## src/sv/mm_pkg.sv

```systemverilog
// Shared constants, codes and the control type for the matrix multiply block.
package mm_pkg;

  localparam int MAX_DIM_DEFAULT   = 16;
  localparam int ELEM_BITS_DEFAULT = 16;

  localparam int CFG_W     = 5;
  localparam int CFG_IDX_W = 2;
  localparam int CMD_W     = 2;
  localparam int INDEX_W   = 4;
  localparam int VALUE_W   = 16;
  localparam int PRODUCT_W = 36;

  localparam logic [CFG_W-1:0] DIM_RESET = CFG_W'(16);

  localparam logic [CFG_IDX_W-1:0] REG_ROWS   = 2'd0;
  localparam logic [CFG_IDX_W-1:0] REG_HIDDEN = 2'd1;
  localparam logic [CFG_IDX_W-1:0] REG_COLS   = 2'd2;

  localparam logic [CMD_W-1:0] CMD_WRITE_A = 2'd0;
  localparam logic [CMD_W-1:0] CMD_WRITE_B = 2'd1;
  localparam logic [CMD_W-1:0] CMD_READ    = 2'd2;

  typedef struct packed {
    logic clear;
    logic valid;
    logic last;
  } mac_ctrl_t;

endpackage

```

## src/sv/mm_ram.sv

```systemverilog
// Single-port-write, single-port-read synchronous memory holding one matrix.
module mm_ram #(
  parameter int DEPTH = mm_pkg::MAX_DIM_DEFAULT * mm_pkg::MAX_DIM_DEFAULT,
  parameter int WIDTH = mm_pkg::ELEM_BITS_DEFAULT,
  parameter int ADDR_W = (DEPTH > 1) ? $clog2(DEPTH) : 1
) (
  input  logic              clk,
  input  logic              wr_en,
  input  logic [ADDR_W-1:0] wr_addr,
  input  logic [WIDTH-1:0]  wr_data,
  input  logic              rd_en,
  input  logic [ADDR_W-1:0] rd_addr,
  output logic [WIDTH-1:0]  rd_data
);
  import mm_pkg::*;

  logic [WIDTH-1:0] mem [DEPTH];

  always_ff @(posedge clk) begin
    if (wr_en) begin
      mem[wr_addr] <= wr_data;
    end
    if (rd_en) begin
      rd_data <= mem[rd_addr];
    end
  end

endmodule

```

## config.mk

```make
export PLATFORM = sky130hd
export DESIGN_NAME = mm_ram
export DESIGN_NICKNAME = d
export VERILOG_FILES = /design/src/sv/mm_pkg.sv /design/src/sv/mm_ram.sv
export SDC_FILE = /design/constraint.sdc
export NUM_CORES = 2
export LEC_CHECK = 0
export BUFFER_PORTS_ARGS = -buffer_cell sky130_fd_sc_hd__buf_2
export CAP_MARGIN = 20
export CORE_UTILIZATION = 50
export CTS_CLUSTER_SIZE = 40
export DETAILED_ROUTE_END_ITERATION = 7
export PLACE_DENSITY = 0.61
export SKIP_CTS_REPAIR_TIMING = 1
export SLEW_MARGIN = 20
export SYNTH_ARGS = -nofsm -noshare
export SYNTH_HDL_FRONTEND = slang
export SYNTH_SLANG_ARGS = --single-unit
```

## constraint.sdc

```tcl
create_clock -name clk -period 4.35 [get_ports clk]
set_input_delay 0.6525 -clock clk [delete_from_list [all_inputs] [get_ports clk]]
set_output_delay 0.6525 -clock clk [all_outputs]
set_load 0.03 [all_outputs]
```

After elaboration in Yosys (flattened, before gate mapping):

Memory sizes are Yosys's and may differ from the RTL's. A register that Yosys moved wholly into a read port is not among the register bits.
Index checks and enable logic that the tools add are counted.

* flip-flop bits (word level): 0
* RAM bits: 4096
* logic and storage cells: 3
* input port bits: 35
* output and inout bits: 16
* memories: 1

* mux-type cells: 2

Memory list
* mem: depth 256, bits a word 16, read ports 1, clocked after Yosys merged registers in 1, write ports 1, RTL line mm_ram.sv:17 `logic [WIDTH-1:0] mem [DEPTH];`

Operators by type and width (number)
* two-way mux 1 bit: 2

Longest topological paths before layout:

* depth in word-level cells: 2
* depth in mapped cells: 12
* mapped depth without buffers: 6

Worst setup path before layout:

No wires, ideal clock.

* kind: input port to flip-flop
* start point: input port rd_addr[0]
* end point: register rd_data[4], read port of mem, data pin
* arrival time: 2.636 ns
* required time: 4.085 ns
* setup slack: 1.449 ns
* library setup time: 0.265 ns
* path buffers: 3
* stages: 8
* cell sequence: buf_6 -> buf_6 -> buf_2 -> mux4_2 -> mux4_2 -> a22o_1 -> o32ai_2 -> nor4_2

RTL lines
* start, declared: RTL line mm_ram.sv:12 `input logic [ADDR_W-1:0] rd_addr,`
* end, declared: RTL line mm_ram.sv:13 `output logic [WIDTH-1:0] rd_data`

==> impl_summary.log <==
[metrics] maximum fanout along the worst path: 21
[metrics] Clock H-tree levels: 5
[metrics] I/O pins: 51
[metrics] number of optimization iterations in the first detailed-route pass: 6
[metrics] RSZ-0062 raised after global routing: no
[metrics] Syn Inst Count: 7360
[metrics] type of the worst min-delay path: in2reg
[metrics] Yosys reg bits: ~4100
[metrics] areal power density over the cells: 459 mW/mm2
[metrics] initial antenna violation count: 22
[metrics] die width: 566 um
[metrics] effective utilization at floorplan: between 50% and 60%
[metrics] cell with the largest stage delay on the worst path: o31ai_1
[metrics] Remaining Overflow, GRT: 0
[metrics] post-synthesis to final-layout area growth: 14.2%
[metrics] Total Die Area: 0.320 mm2
[metrics] Layout Cells excl Fill: between 10000 and 15000
[metrics] type of element capturing the critical path: flip-flop
[metrics] total DRC errors in the routed layout: 0
[metrics] worst path required time: 5.10 ns
[metrics] wire length of the first global-routing pass: 599000 um
[metrics] violation count after the first detailed-route iteration: 9821
[metrics] Slew Limit Fails: 0
[metrics] leakage power of the design: 58.0 nW
[metrics] total length of routed wires: 425000 um
[metrics] clk_lat worst skew: 0.98 ns
[metrics] overall die height: between 500 and 600 um
[metrics] count of maximum capacitance violations: 0
[metrics] via total after detailed routing: 79756
[metrics] crit-path cells: buf_8, nand2b_4, buf_4, buf_4, o221ai_1, a21oi_1, o31ai_1, o32ai_1, buf_4, nor4_1
[metrics] pin count of the biggest net entering global routing: 129
[metrics] total placed instance area: 0.168 mm2
[metrics] shortest period the worst path allows: 3.36 ns
[metrics] share of the synthesized area in the top cell type: 77.7%
[metrics] via count normalized by instance count: 6.36
[metrics] Inst Count DP: 11746
[metrics] Setup-failing EPs final: 0
[metrics] number of nets in the layout: 8044
[metrics] Syn. warnings: 0
[metrics] via count of the first global-routing pass: between 70000 and 80000
[metrics] number of antenna-violating nets in the routed design: 0
[metrics] hold violation total from the final report: 0
[metrics] cell family with most CP delay: compound AO/OA/AOI/OAI gates
[metrics] total negative setup slack: 0 ns
[metrics] worst-case clock skew: around 0.062 ns
[metrics] buffer cell driving the clock tree root: clkbuf_16
[metrics] number of sinks on the clock net: 4112
[metrics] clock-pin slew on the worst setup and hold paths: 0.06 ns
[metrics] kind of launch point of the worst setup path: primary input
[metrics] maximum clock insertion buffer count: 4
[metrics] highest clock rate: 0.298 GHz
[metrics] maximum cell stage delay along the critical path: 1.02 ns
[metrics] placeable core area: 0.315 mm2
[metrics] Synth cell types: 51
[metrics] final estimated routing congestion in global placement: 0.884
[metrics] Tcrit/Tclk final: 77.2%
[metrics] Overall Global Routing Usage: 26.6%
[metrics] DR WL/cell: 33.9 um
[metrics] number of enable-type register cells in the synthesized netlist: 4112
[metrics] slew margin rel.: 17.8%
[metrics] share of the yosys chip area belonging to registers: 77.7%
[metrics] synthesized netlist net count: 7395
[metrics] share of cells above drive strength 1: 27.3%
[metrics] number of rows in the core area: 206
[metrics] Max VDD drop: 0.000346 V
[metrics] synthesized cell area: approximately 0.16 mm2
[metrics] clock buffer count from CTS: 419
[metrics] mean instance size in the synthesized netlist: roughly 22 um2
[metrics] library cell appearing most often on the critical path: buf_4
[metrics] TritonCTS clock tree: done
[metrics] Arr. time, crit path: 4.11 ns
[metrics] top area cells in the synthesized netlist: edfxtp_1 (78%), mux4_2 (11%), mux2i_1 (3.6%)
[metrics] top cell type by total area after synthesis: edfxtp_1
[metrics] IO buf count: 50
[metrics] most common flop cell mapped by yosys: edfxtp_1
[metrics] type of the setup path with the least slack: in2reg
[metrics] post-layout power: 0.0833 W
[metrics] FFs w/ async S/R, synth: 0%
[metrics] critical path buffer and inverter count: 4
[metrics] Detail Placement HPWL: 258000 um
[metrics] slew at the pin with the worst max-slew slack: 1.22 ns
[metrics] status: finished, final reports clean
[metrics] Layout Cell Area excl Fill: between 0.15 and 0.2 mm2
==> state kept, by name, summed over array words and instances (netlist names) <==
signal   cells
mem       4096
rd_data     16
==> report_power, final <==
| group | leakage [nW] | total, W | internal (W) | switching [W] |
|---|---|---|---|---|
| Clock | 6.57 | 0.0353 | 0.0199 | 0.0153 |
| Sequential | 37.0 | 0.0438 | 0.0437 | 0.0000596 |
| Combinational | 14.4 | 0.00424 | 0.00147 | 0.00278 |
==> cell usage after synthesis (17+ instances only) <==
cell type  count
clkbuf_1     230
o21ai_0       37
nor4_1        17
a211oi_1      18
nand4_1       26
o32ai_1       20
nor2_1       304
nand2_1       38
buf_4         26
nand3_1       35
mux2_2        88
edfxtp_1    4112
mux4_2       797
o221ai_1     252
a221oi_1      28
nor3_1        92
a22o_1        32
o22ai_1      148
buf_1         27
a22oi_1       43
buf_2         76
a21oi_1      175
mux2i_1      565
buf_6         77
==> routing by layer <==
| layer | part of all wire [%] | vias to the layer above | global-route usage (%) |
|---|---|---|---|
| li1 | - | 32641 | - |
| met1 | 41 | 42792 | 38.5 |
| met2 | 47 | 3726 | 41.6 |
| met3 | 8.6 | 591 | 4.49 |
| met4 | 3.4 | 6 | 8.68 |
| met5 | 0.0082 | - | 0 |
==> cell type report <==
cell class	instances	area (um2)
inverter	4	27.5
antenna	11	27.5
multi-input combinational	2792	33000
tap	4160	5200
clock buffer	505	10800
clock inverter	279	2720
timing repair buffer	680	6100
sequential	4112	123000
fill	23079	134000
==> metrics by stage <==
step                worst slack [ns]  hold WS, ns  utilization [%]
floorplan                       1.45        0.751                -
global placement             0.00250         1.09             53.2
detailed placement            0.0302         1.10             53.2
CTS                             1.11       0.0479             57.5
global route                    1.03       0.0564             57.5
finish                         0.991        0.100             57.5
==> cell usage in the layout, fill, tap and decap left out, types with 29 or more instances in the layout <==
master / n
a22o_1: 32
bufinv_16: 35
clkinv_2: 94
buf_12: 73
a22oi_1: 43
nand2_1: 37
nor2_2: 92
o22ai_1: 148
buf_4: 557
edfxtp_1: 4112
clkbuf_16: 419
nor3_1: 90
a21oi_1: 175
nor2_1: 211
mux2i_1: 565
mux4_2: 797
o221ai_1: 252
clkinv_1: 98
buf_2: 29
o21ai_0: 37
mux2_2: 88
clkbuf_1: 86
==> worst paths after layout <==
path | slack [ns] | depth (start not counted) | to | startpoint
worst max-delay path | 0.99 | 10 | rd_data[12] | rd_addr[1]
worst min-delay path | 0.10 | 1 | mem[240][7] | wr_data[7]
worst max register to register | 1.16 | 8 | rd_data[13] | mem[131][13]
worst min register to register | 1.13 | 6 | rd_data[5] | mem[105][5]
==> kinds of logic (layout without fill, tap and decap cells) <==
family                 Yosys count  in the layout  share of synthesized area, %
muxes                         1450           1450                          15.5
other                            0             11                             0
buffers and inverters          456           1468                          1.69
AOI/OAI and AO/OA              786            786                          3.53
DFF                           4112           4112                          77.7
and+or+nand+nor                556            556                          1.57
Power figures use the tool's default switching activity.
